## config.mk

```make
export PLATFORM = sky130hd
export DESIGN_NAME = start_byte_packet_deframer
export DESIGN_NICKNAME = d
export VERILOG_FILES = /design/src/rtl/sbpd_pkg.sv /design/src/rtl/sbpd_in_reg.sv /design/src/rtl/sbpd_frame.sv /design/src/rtl/sbpd_out_reg.sv /design/src/rtl/start_byte_packet_deframer.sv
export SDC_FILE = /design/constraint.sdc
export NUM_CORES = 1
export LEC_CHECK = 0
export BUFFER_PORTS_ARGS = -buffer_cell sky130_fd_sc_hd__buf_4
export CELL_PAD_IN_SITES_DETAIL_PLACEMENT = 1
export CELL_PAD_IN_SITES_GLOBAL_PLACEMENT = 1
export CORE_UTILIZATION = 47
export CTS_CLUSTER_SIZE = 25
export DETAILED_ROUTE_END_ITERATION = 10
export PLACE_DENSITY_LB_ADDON = 0.15
export SYNTH_ARGS = -nofsm -noshare
export SYNTH_HDL_FRONTEND = slang
export SYNTH_SLANG_ARGS = --single-unit
```

## constraint.sdc

```tcl
create_clock -name clk -period 5.4 [get_ports clk]
set_input_delay 0 -clock clk [delete_from_list [all_inputs] [get_ports clk]]
set_output_delay 0 -clock clk [all_outputs]
set_load 0.005 [all_outputs]
```

## src/rtl/sbpd_pkg.sv

```systemverilog
`timescale 1ns / 1ps
// ----------------------------------------------------------------------------
// sbpd_pkg
// Shared types and constants for the start-byte packet deframer.
// ----------------------------------------------------------------------------
package sbpd_pkg;

  // Number of payload bytes in one packet.
  localparam int unsigned PAYLOAD_LEN = 8;
  localparam int unsigned IDX_W       = $clog2(PAYLOAD_LEN);

  // Start marker value after reset.
  localparam logic [7:0] MARKER_RESET = 8'h80;

  // Framing phase.
  typedef enum logic [1:0] {
    PH_HUNT,
    PH_PAYLOAD,
    PH_CHECK
  } phase_t;

  // One finished packet.
  typedef struct packed {
    logic [PAYLOAD_LEN-1:0][7:0] payload;
    logic                        ok;
  } result_t;

endpackage

```

## src/rtl/sbpd_in_reg.sv

```systemverilog
`timescale 1ns / 1ps
// ----------------------------------------------------------------------------
// sbpd_in_reg
// Input register: holds one received byte until the framing logic takes it.
// ----------------------------------------------------------------------------
module sbpd_in_reg (
  input  logic       clk,
  input  logic       rst,
  input  logic       in_valid,
  output logic       in_stall,
  input  logic [7:0] rx_byte,
  input  logic       take,
  output logic       byte_valid,
  output logic [7:0] byte_data
);

  logic load;
  logic full;
  logic full_next;

  // The register frees up in the same cycle that its item is taken.
  assign in_stall = full && !take;
  assign load     = in_valid && !in_stall;

  always_comb begin
    if (load) begin
      full_next = 1'b1;
    end else if (take) begin
      full_next = 1'b0;
    end else begin
      full_next = full;
    end
  end

  always_ff @(posedge clk) begin
    if (rst) begin
      full <= 1'b0;
    end else begin
      full <= full_next;
    end
  end

  // Payload needs no reset.
  always_ff @(posedge clk) begin
    if (load) begin
      byte_data <= rx_byte;
    end
  end

  assign byte_valid = full;

  // A taken item must have been present.
  assert property (@(posedge clk) disable iff (rst) take |-> full)
    else $error("sbpd_in_reg: take without a held item");

endmodule

```

## src/rtl/sbpd_frame.sv

```systemverilog
`timescale 1ns / 1ps
// ----------------------------------------------------------------------------
// sbpd_frame
// Framing logic: marker hunt, payload capture, running sum and checksum test.
// ----------------------------------------------------------------------------
module sbpd_frame (
  input  logic             clk,
  input  logic             rst,
  input  logic             cfg_we,
  input  logic [7:0]       cfg_wdata,
  input  logic             byte_valid,
  input  logic [7:0]       byte_data,
  input  logic             out_busy,
  output logic             take,
  output logic             res_valid,
  output sbpd_pkg::result_t res
);

  import sbpd_pkg::*;

  phase_t                       phase;
  phase_t                       phase_next;
  logic [IDX_W-1:0]             idx;
  logic [IDX_W-1:0]             idx_next;
  logic [7:0]                   sum;
  logic [7:0]                   sum_next;
  logic [7:0]                   marker;
  logic [PAYLOAD_LEN-1:0][7:0]  store;
  logic                         store_we;

  // Start marker register.
  always_ff @(posedge clk) begin
    if (rst) begin
      marker <= MARKER_RESET;
    end else if (cfg_we) begin
      marker <= cfg_wdata;
    end
  end

  // A checksum item waits while the result register holds a stalled result.
  assign take = byte_valid && !((phase == PH_CHECK) && out_busy);

  // Next state and outputs.
  always_comb begin
    phase_next = phase;
    idx_next   = idx;
    sum_next   = sum;
    store_we   = 1'b0;
    res_valid  = 1'b0;
    unique case (phase)
      PH_HUNT: begin
        if (take && (byte_data == marker)) begin
          phase_next = PH_PAYLOAD;
          idx_next   = '0;
          sum_next   = '0;
        end
      end
      PH_PAYLOAD: begin
        if (take) begin
          store_we = 1'b1;
          sum_next = sum + byte_data;
          idx_next = idx + 1'b1;
          if (idx == IDX_W'(PAYLOAD_LEN - 1)) begin
            phase_next = PH_CHECK;
          end
        end
      end
      PH_CHECK: begin
        if (take) begin
          res_valid  = 1'b1;
          phase_next = PH_HUNT;
        end
      end
      default: begin
        phase_next = PH_HUNT;
      end
    endcase
  end

  always_ff @(posedge clk) begin
    if (rst) begin
      phase <= PH_HUNT;
      idx   <= '0;
      sum   <= '0;
    end else begin
      phase <= phase_next;
      idx   <= idx_next;
      sum   <= sum_next;
    end
  end

  // Payload bytes, one entry written per item.
  always_ff @(posedge clk) begin
    if (store_we) begin
      store[idx] <= byte_data;
    end
  end

  // The checksum matches the inverse of the wrapping payload sum.
  assign res.payload = store;
  assign res.ok      = (byte_data == ~sum);

  // A result only comes from the checksum phase.
  assert property (@(posedge clk) disable iff (rst) res_valid |-> (phase == PH_CHECK))
    else $error("sbpd_frame: result outside the checksum phase");

  // The checksum phase is entered only after the last payload byte.
  assert property (@(posedge clk) disable iff (rst)
    (phase == PH_PAYLOAD && phase_next == PH_CHECK) |-> (idx == IDX_W'(PAYLOAD_LEN - 1)))
    else $error("sbpd_frame: checksum phase entered early");

  // A marker seen while hunting starts a packet with a cleared sum.
  assert property (@(posedge clk) disable iff (rst)
    (phase == PH_HUNT && take && byte_data == marker)
      |=> (phase == PH_PAYLOAD && idx == '0 && sum == '0))
    else $error("sbpd_frame: packet start not set up");

endmodule

```

## src/rtl/sbpd_out_reg.sv

```systemverilog
`timescale 1ns / 1ps
// ----------------------------------------------------------------------------
// sbpd_out_reg
// Result register: holds one finished packet until the receiver takes it.
// ----------------------------------------------------------------------------
module sbpd_out_reg (
  input  logic              clk,
  input  logic              rst,
  input  logic              res_valid,
  input  sbpd_pkg::result_t res,
  output logic              out_busy,
  output logic              out_valid,
  input  logic              out_stall,
  output sbpd_pkg::result_t held
);

  import sbpd_pkg::*;

  logic full;
  logic full_next;

  // The register is busy only while a held item is stalled.
  assign out_busy = full && out_stall;

  always_comb begin
    if (res_valid) begin
      full_next = 1'b1;
    end else if (full && !out_stall) begin
      full_next = 1'b0;
    end else begin
      full_next = full;
    end
  end

  always_ff @(posedge clk) begin
    if (rst) begin
      full <= 1'b0;
    end else begin
      full <= full_next;
    end
  end

  always_ff @(posedge clk) begin
    if (res_valid) begin
      held <= res;
    end
  end

  assign out_valid = full;

  // A new result never overwrites one that is still stalled.
  assert property (@(posedge clk) disable iff (rst) res_valid |-> !out_busy)
    else $error("sbpd_out_reg: result lost");

  // A loaded result shows on the next cycle.
  assert property (@(posedge clk) disable iff (rst) res_valid |=> out_valid)
    else $error("sbpd_out_reg: loaded result not shown");

endmodule

```

## src/rtl/start_byte_packet_deframer.sv

```systemverilog
`timescale 1ns / 1ps
// ----------------------------------------------------------------------------
// start_byte_packet_deframer
// Hunts for a start marker, collects eight payload bytes and a checksum byte,
// and delivers the payload with a checksum flag.
//
//   Channel  Handshake              Payload
//   -------  ---------------------  ------------------------------------------
//   input    in_valid / in_stall    rx_byte
//   output   out_valid / out_stall  mode_byte .. gain_p2, checksum_ok
//   config   cfg_we                 cfg_wdata (start marker)
//
// One byte is accepted per cycle through the single input register, unless a
// checksum item waits on a stalled result. Taking the checksum item loads the
// result register, and the result leaves once out_stall is low. Reset returns
// to hunting with the marker at 0x80. While a result is stalled, payload bytes
// are still taken; only a checksum item waits in the input register.
// ----------------------------------------------------------------------------
module start_byte_packet_deframer (
  input  logic       clk,
  input  logic       rst,
  input  logic       cfg_we,
  input  logic [7:0] cfg_wdata,
  input  logic       in_valid,
  output logic       in_stall,
  input  logic [7:0] rx_byte,
  output logic       out_valid,
  input  logic       out_stall,
  output logic [7:0] mode_byte,
  output logic [7:0] lift_byte,
  output logic [7:0] roll_byte,
  output logic [7:0] pitch_byte,
  output logic [7:0] yaw_byte,
  output logic [7:0] gain_p,
  output logic [7:0] gain_p1,
  output logic [7:0] gain_p2,
  output logic       checksum_ok
);

  import sbpd_pkg::*;

  logic       take;
  logic       byte_valid;
  logic [7:0] byte_data;
  logic       out_busy;
  logic       res_valid;
  result_t    res;
  result_t    held;

  // Input byte register.
  sbpd_in_reg u_in_reg (
    .clk        (clk),
    .rst        (rst),
    .in_valid   (in_valid),
    .in_stall   (in_stall),
    .rx_byte    (rx_byte),
    .take       (take),
    .byte_valid (byte_valid),
    .byte_data  (byte_data)
  );

  // Framing and checksum logic.
  sbpd_frame u_frame (
    .clk        (clk),
    .rst        (rst),
    .cfg_we     (cfg_we),
    .cfg_wdata  (cfg_wdata),
    .byte_valid (byte_valid),
    .byte_data  (byte_data),
    .out_busy   (out_busy),
    .take       (take),
    .res_valid  (res_valid),
    .res        (res)
  );

  // Result register.
  sbpd_out_reg u_out_reg (
    .clk       (clk),
    .rst       (rst),
    .res_valid (res_valid),
    .res       (res),
    .out_busy  (out_busy),
    .out_valid (out_valid),
    .out_stall (out_stall),
    .held      (held)
  );

  // Payload bytes in packet order.
  assign mode_byte   = held.payload[0];
  assign lift_byte   = held.payload[1];
  assign roll_byte   = held.payload[2];
  assign pitch_byte  = held.payload[3];
  assign yaw_byte    = held.payload[4];
  assign gain_p      = held.payload[5];
  assign gain_p1     = held.payload[6];
  assign gain_p2     = held.payload[7];
  assign checksum_ok = held.ok;

endmodule

```

### Word-level counts from Yosys, hierarchy flattened

Index checks and enable logic that the tools add are counted.

| operators by class | value |
|---|---|
| reduce and logical (&&, ||, !) cells | 18 |
| bitwise gates (word level) | 1 |
| shift operators | 0 |
| divide/modulo/power cells | 0 |
| add/subtract/negate cells | 2 |
| multiplexer cells | 21 |
| multiply operators | 0 |
| order comparisons | 2 |
| equal/unequal tests | 9 |

Operators by type and width:

| kind | number |
|---|---|
| bitwise mux 64 bit | 1 |
| demux 8 bit (select 3 bit) | 1 |
| 2-to-1 mux 8 bit | 3 |
| equality test 8 bit | 2 |
| case mux 8 bit (2 select lines) | 1 |
| adder 8 bit | 1 |
| logical AND 1 bit | 8 |
| 2-to-1 mux 2 bit | 4 |
| inequality test 2 x 1 -> 1 bit (second input constant) | 4 |
| NOT 8 bit | 1 |
| 2-to-1 mux 1 bit | 7 |
| 2-to-1 mux 3 bit | 2 |
| case mux 2 bit (3 select lines) | 1 |
| case mux 3 bit (2 select lines) | 1 |
| nonzero test 2 bit | 3 |
| zero test 1 bit | 4 |
| less-than comparator 3 x 4 -> 1 bit (second input constant) | 1 |
| AND reduction 4 bit | 1 |
| adder 3 x 1 -> 3 bit (second input constant) | 1 |
| equality test 3 bit (second input constant) | 1 |
| greater-or-equal comparator 3 x 1 -> 1 bit (second input constant) | 1 |
| AND reduction 3 bit | 1 |
| equality test 2 x 1 -> 1 bit (second input constant) | 1 |
| equality test 2 bit (second input constant) | 1 |
| zero test 2 bit | 1 |

| storage, ports and cells | value |
|---|---|
| output and inout port bits | 67 |
| bits in read-only memories | 0 |
| register bits after elaboration | 160 |
| word-level logic and storage cells | 77 |
| bits in latches | 0 |
| memory bits (writable) | 0 |
| bits of input ports | 21 |
| memories | 0 |

### Logic depth before layout (Yosys ltp)

| depth | value |
|---|---|
| depth after elaboration | 9 |
| depth in mapped cells | 7 |
| depth with buffers taken out | 7 |

### Hierarchy

A second synthesis with hierarchy kept.

| second synthesis, totals | value |
|---|---|
| cell total of the unflattened synthesis | 302 |
| area, all modules | 5526.6 um2 |

By module, submodules not included:

| module | sequential area each (um2) | cells each | times used | area each (um2) |
|---|---|---|---|---|
| sbpd_frame | 2342.2 | 221 | 1 | 3248.1 |
| sbpd_out_reg | 1971.9 | 69 | 1 | 1988.2 |
| sbpd_in_reg | 260.2 | 12 | 1 | 290.3 |

### Least setup slack after synthesis

Ideal clock, no wire load.

| timing | value |
|---|---|
| path type | register -> register |
| from | reg u_frame.phase[0] |
| to | reg, netlist name u_out_reg.held[0] |
| required time | 4.890 ns |
| clock period less this slack | 4.595 ns |
| setup slack | 0.805 ns |
| arrival time | 4.085 ns |
| path buffers | 1 |
| cell stages (with the launch flop) | 5 |
| cells stage by stage | dfxtp_1 clkbuf_1 nand2b_1 or2_2 a21oi_1 |

| on the way | value |
|---|---|
| cells in the longest elaborated chain, start to end | 6 |

Ends and longest elaborated chain:

| element | RTL line | source |
|---|---|---|
| from (decl) | sbpd_frame.sv:21 | `phase_t phase;` |
| from (signal assigned) | sbpd_frame.sv:86 | `phase <= phase_next;` |
| equality test 2 bit (*) | sbpd_frame.sv:41, sbpd_frame.sv:50 |  |
| logical AND 1 bit | sbpd_frame.sv:41 | `assign take = byte_valid && !((phase == PH_CHECK) && out_busy);` |
| zero test 1 bit | sbpd_frame.sv:41 |  |
| logical AND 1 bit | sbpd_frame.sv:41 |  |
| 2-to-1 mux 1 bit | sbpd_frame.sv:69 | `if (take) begin` |
| 2-to-1 mux 1 bit (*) | sbpd_frame.sv:50 | `unique case (phase)` |
| net res_valid | start_byte_packet_deframer.sv:46 | `logic res_valid;` |

The timed path passes the listed nets; every way through them passes the cells marked *.
A chain may end at the register's enable or synchronous reset.

### Worst setup path after layout

| timing | value |
|---|---|
| from | reg u_frame.phase[1] |
| to | reg u_frame.store (netlist bit u_frame.res[34]) (enable) |

| on the way | value |
|---|---|
| cells in the longest elaborated chain, start to end | 6 |
| elaborated cells on any way between the ends | 7 |
| classes of those cells | 2 x eq/ne; 2 x mux; 3 x reduce/logical |

Ends and longest elaborated chain:

| element | RTL line | source |
|---|---|---|
| equality test 2 bit | sbpd_frame.sv:41 |  |
| logical AND 1 bit | sbpd_frame.sv:41 |  |
| zero test 1 bit | sbpd_frame.sv:41 |  |
| logical AND 1 bit | sbpd_frame.sv:41 |  |
| 2-to-1 mux 1 bit | sbpd_frame.sv:59 | `if (take) begin` |
| 2-to-1 mux 1 bit (*) | sbpd_frame.sv:50 |  |
| to (signal, indexed assignment) | sbpd_frame.sv:95 | `store[idx] <= byte_data;` |
| to (decl) | sbpd_frame.sv:28 | `logic [PAYLOAD_LEN-1:0][7:0] store;` |

Mark *: on every way between the ends. The rest lies on a longest branch, timed or not.

==> reports/summary.md <==
The flow ran to the end, and the final reports show no timing, DRC or antenna violations. In this run the static leakage power is 2.62 nW. Placed cell count: 524. The number of I/O port buffers works out to 87. In this run the critical register-to-register path is launched from u_frame.phase[1].

Gates resized during post-CTS repair numbered 0. After the first detailed-routing iteration, the DRC count stood at 194. The buffer count from post-CTS setup fixing is 0, and the area growth from synthesis to layout is 31.0%.

The maximum clock frequency was 411 MHz. After synthesis, the largest area contributor takes up 73.9% of total cell area. For the final total negative setup slack, the log shows 0 ns. Routability-driven placement finished with a final weighted congestion of 0.846.

The run gives 0 as the remaining design rule violation count. TritonCTS sink count: 160. The detailed-route wire length per cell is 19.2 µm.

The height of the die came out at 111 µm. For this design the top-level I/O count stands at 88. In the layout the commonest cells are sky130_fd_sc_hd__edfxtp_1, sky130_fd_sc_hd__buf_4, sky130_fd_sc_hd__dlygate4sd3_1.

Sorting the synthesized cells by area gives the leading types as sky130_fd_sc_hd__edfxtp_1, sky130_fd_sc_hd__dfxtp_1, sky130_fd_sc_hd__ha_1. Buffers inserted to repair hold after CTS numbered 36. The non-filler instance count after layout is 592.

The first TritonRoute pass finished after 4 iterations. Peak supply drop: 0.000225 V. The summed area of non-filler cells in the final layout is 7290 µm², and the via density per instance is 5.12. The logs give 66 for the pin count of the biggest net entering global routing and 46 for the number of distinct library cells after synthesis.

The overall via count from detail_route was 3,031. Setup slack on the worst reg-to-reg path comes out at 2.96 ns. Post-synthesis net count: 331. The floorplan step defined a die boundary enclosing 12,300 µm². The worst path meets setup with 2.96 ns of slack. In the synthesized netlist, the number of instances is 300. The most used flip-flop cell after synthesis is sky130_fd_sc_hd__edfxtp_1. After clock tree synthesis, the clock-pin slew on the worst setup and hold paths is 0.06 ns. The summed instance area of the synthesized netlist came out at 5570 µm².

Setup violation total in the final timing report: 0. Setup repair after global routing left no endpoint under its margin. Minimum period implied by the final worst setup slack: 2.44 ns. Once the floorplan was initialized, standard cells occupied 48.5% of the core. TritonCTS built the clock tree.

In this run the worst hold path is classified as input port to register. The clock latency at the later pin of the worst-skew pair is 0.42 ns. Leading cell type in the layout, fill and taps excluded: sky130_fd_sc_hd__edfxtp_1.

The slew at the pin closest to its max-slew limit is 1.30 ns, and the worst slew margin relative to its limit is 12.4%. For the number of global-route vias before repair, the log shows 3,159. Yosys mapped a number of flops with a built-in enable equal to 137. From left edge to right edge, the die measures 111 µm.

The run gives 0 as the remaining global-route overflow. In this run the power density over the cells is 345 nW/µm². The Yosys step of the flow raised 0 warnings. For this run, the register share of the synthesized area comes to 82.2%. Along the worst path, the maximum fanout reaches 11. The critical path data arrival time came out at 2.47 ns. The worst setup path is launched from a register. Summed over all instances, the cell type with the most area after synthesis is sky130_fd_sc_hd__edfxtp_1. The first global-routing pass estimated 17,600 µm of wire. The worst hold path depth works out to 2. The logs give 17 for the total CTS buffers and 0 for the number of endpoints with negative hold slack in the final report.

In the final design database the tool counted 467 nets. For the number of antenna violations at the first check in global routing, the log shows 0. The completed layout was analyzed and its total power is 0.00252 W.

After detailed placement, the total cell area comes to 6390 µm². Between clock sinks in the finished design, the worst skew comes to 0.00898 ns. In this run, synthesis produced a sequential element count of 160. The worst register-to-register path ends at u_frame.res[34].

The tools report the endpoint class of the critical path as a register. The total global-route track usage is 19.9%, and the cell row count is 39. In the final layout, the share of cells above drive strength 1 is 27.6%. Max-cap violations in this run came to 0. Wires add up to 11,300 µm.

The depth of the worst register-to-register path is 4. The worst setup timing slack at the placement stage was 2.93 ns. For the number of max-slew violations in the final report, the log shows 0.

The clock tree synthesis step divided the H-tree into 4 levels. The synthesized area per cell works out to 18.6 µm². Buffer cell driving the clock tree root: sky130_fd_sc_hd__clkbuf_16. The tools report the final antenna-violating net count as 0. For this run, asynchronously set or reset flops after synthesis account for 0%. Data on the critical path is required at its endpoint by 5.43 ns. 0 antenna diodes ended up in the layout. After floorplanning, the core was sized to cover 11,500 µm². The clock passes through at most 2 buffers. The tools report the final HPWL from detailed placement as 7180 µm.

Worst hold path endpoint: u_in_reg.byte_data[7]. The type of the setup path with the least slack was register to register. The worst hold path begins at rx_byte[7].

The final cycle utilization of the critical path works out to 45.1%.
## Yosys cell counts (2+ instances only)
master                       n
sky130_fd_sc_hd__nor4_1      2
sky130_fd_sc_hd__clkbuf_1    7
sky130_fd_sc_hd__xnor2_1     3
sky130_fd_sc_hd__o31ai_1     5
sky130_fd_sc_hd__a211o_1     2
sky130_fd_sc_hd__a21oi_1    12
sky130_fd_sc_hd__mux2i_1    10
sky130_fd_sc_hd__xor2_1      9
sky130_fd_sc_hd__a31oi_1     2
sky130_fd_sc_hd__nor3b_1     2
sky130_fd_sc_hd__a21o_1      2
sky130_fd_sc_hd__nor2_1     16
sky130_fd_sc_hd__nand2b_1    8
sky130_fd_sc_hd__nor3_1      6
sky130_fd_sc_hd__nand2_1    12
sky130_fd_sc_hd__a211oi_1    2
sky130_fd_sc_hd__ha_1        9
sky130_fd_sc_hd__dfxtp_1    23
sky130_fd_sc_hd__edfxtp_1  137
sky130_fd_sc_hd__nand3_1     2
sky130_fd_sc_hd__nor2b_1     4
## worst max path at each step
stage,from,end,slack [ns],cells past startpoint
after floorplan,u_frame.phase[0],u_out_reg.held[0],0.81,4
after CTS,u_frame.phase[1],u_frame.res[22],2.94,3
after detailed placement,u_frame.phase[1],u_frame.res[37],2.93,4
after global routing,u_frame.phase[1],u_frame.res[34],2.68,4
after global placement,u_frame.phase[1],u_frame.res[13],3.09,3
final,u_frame.phase[1],u_frame.res[34],2.96,4
## critical path, stage by stage (launching register included)
cell	delay, ns
sky130_fd_sc_hd__dfxtp_1	0.43
sky130_fd_sc_hd__nor2b_1	0.25
sky130_fd_sc_hd__and2_0	0.35
sky130_fd_sc_hd__nand2_1	0.17
sky130_fd_sc_hd__nor3_1	0.84
## state kept, by name, summed over array words and instances, names as in the netlist
register             count
u_frame.marker           8
u_out_reg.out_valid      1
u_in_reg.byte_data       8
u_frame.sum              8
u_out_reg.held          65
u_frame.res             64
u_frame.idx              3
u_in_reg.byte_valid      1
u_frame.phase            2
## power by group
part	switching [W]	leakage, nW	internal, W
Sequential	0.0000182	1.42	0.00134
Combinational	0.0000282	0.945	0.0000415
Clock	0.000462	0.247	0.000629
## metal layers
metal | GRT usage (%) | vias up | wire (µm)
met5 | 0 | - | 0
met4 | 8.62 | 0 | 221
met3 | 5.69 | 22 | 437
met2 | 33.3 | 84 | 5810
met1 | 23.9 | 1496 | 4870
li1 | - | 1429 | -
## kinds of logic after synthesis
| kind of cell | after synthesis | share of synthesized area [%] |
|---|---|---|
| adders and majority gates | 10 | 2.38 |
| DFF | 160 | 82.2 |
| muxes | 10 | 1.80 |
| buffers and inverters | 9 | 0.742 |
| AOI/OAI and AO/OA | 35 | 4.32 |
| xor gates and xnor gates | 13 | 2.18 |
| and+or+nand+nor | 63 | 6.41 |
## final cells by class
| cell class | count | area [µm²] |
|---|---|---|
| repair buffers | 125 | 1030 |
| multi-input cells | 131 | 962 |
| inverters | 1 | 3.75 |
| clock inverters | 14 | 118 |
| well taps | 143 | 179 |
| flip-flops and latches | 160 | 4570 |
| clock buffers | 18 | 429 |
| fillers | 997 | 4170 |
## stage by stage
stage               util (%)  hold slack, ns
global route            63.6           0.291
finish                  63.6           0.311
detailed placement      55.7           0.180
global placement        55.7           0.179
floorplan                  -          0.0989
CTS                     63.6           0.286
Note: power is estimated with default switching activity, not from simulation.
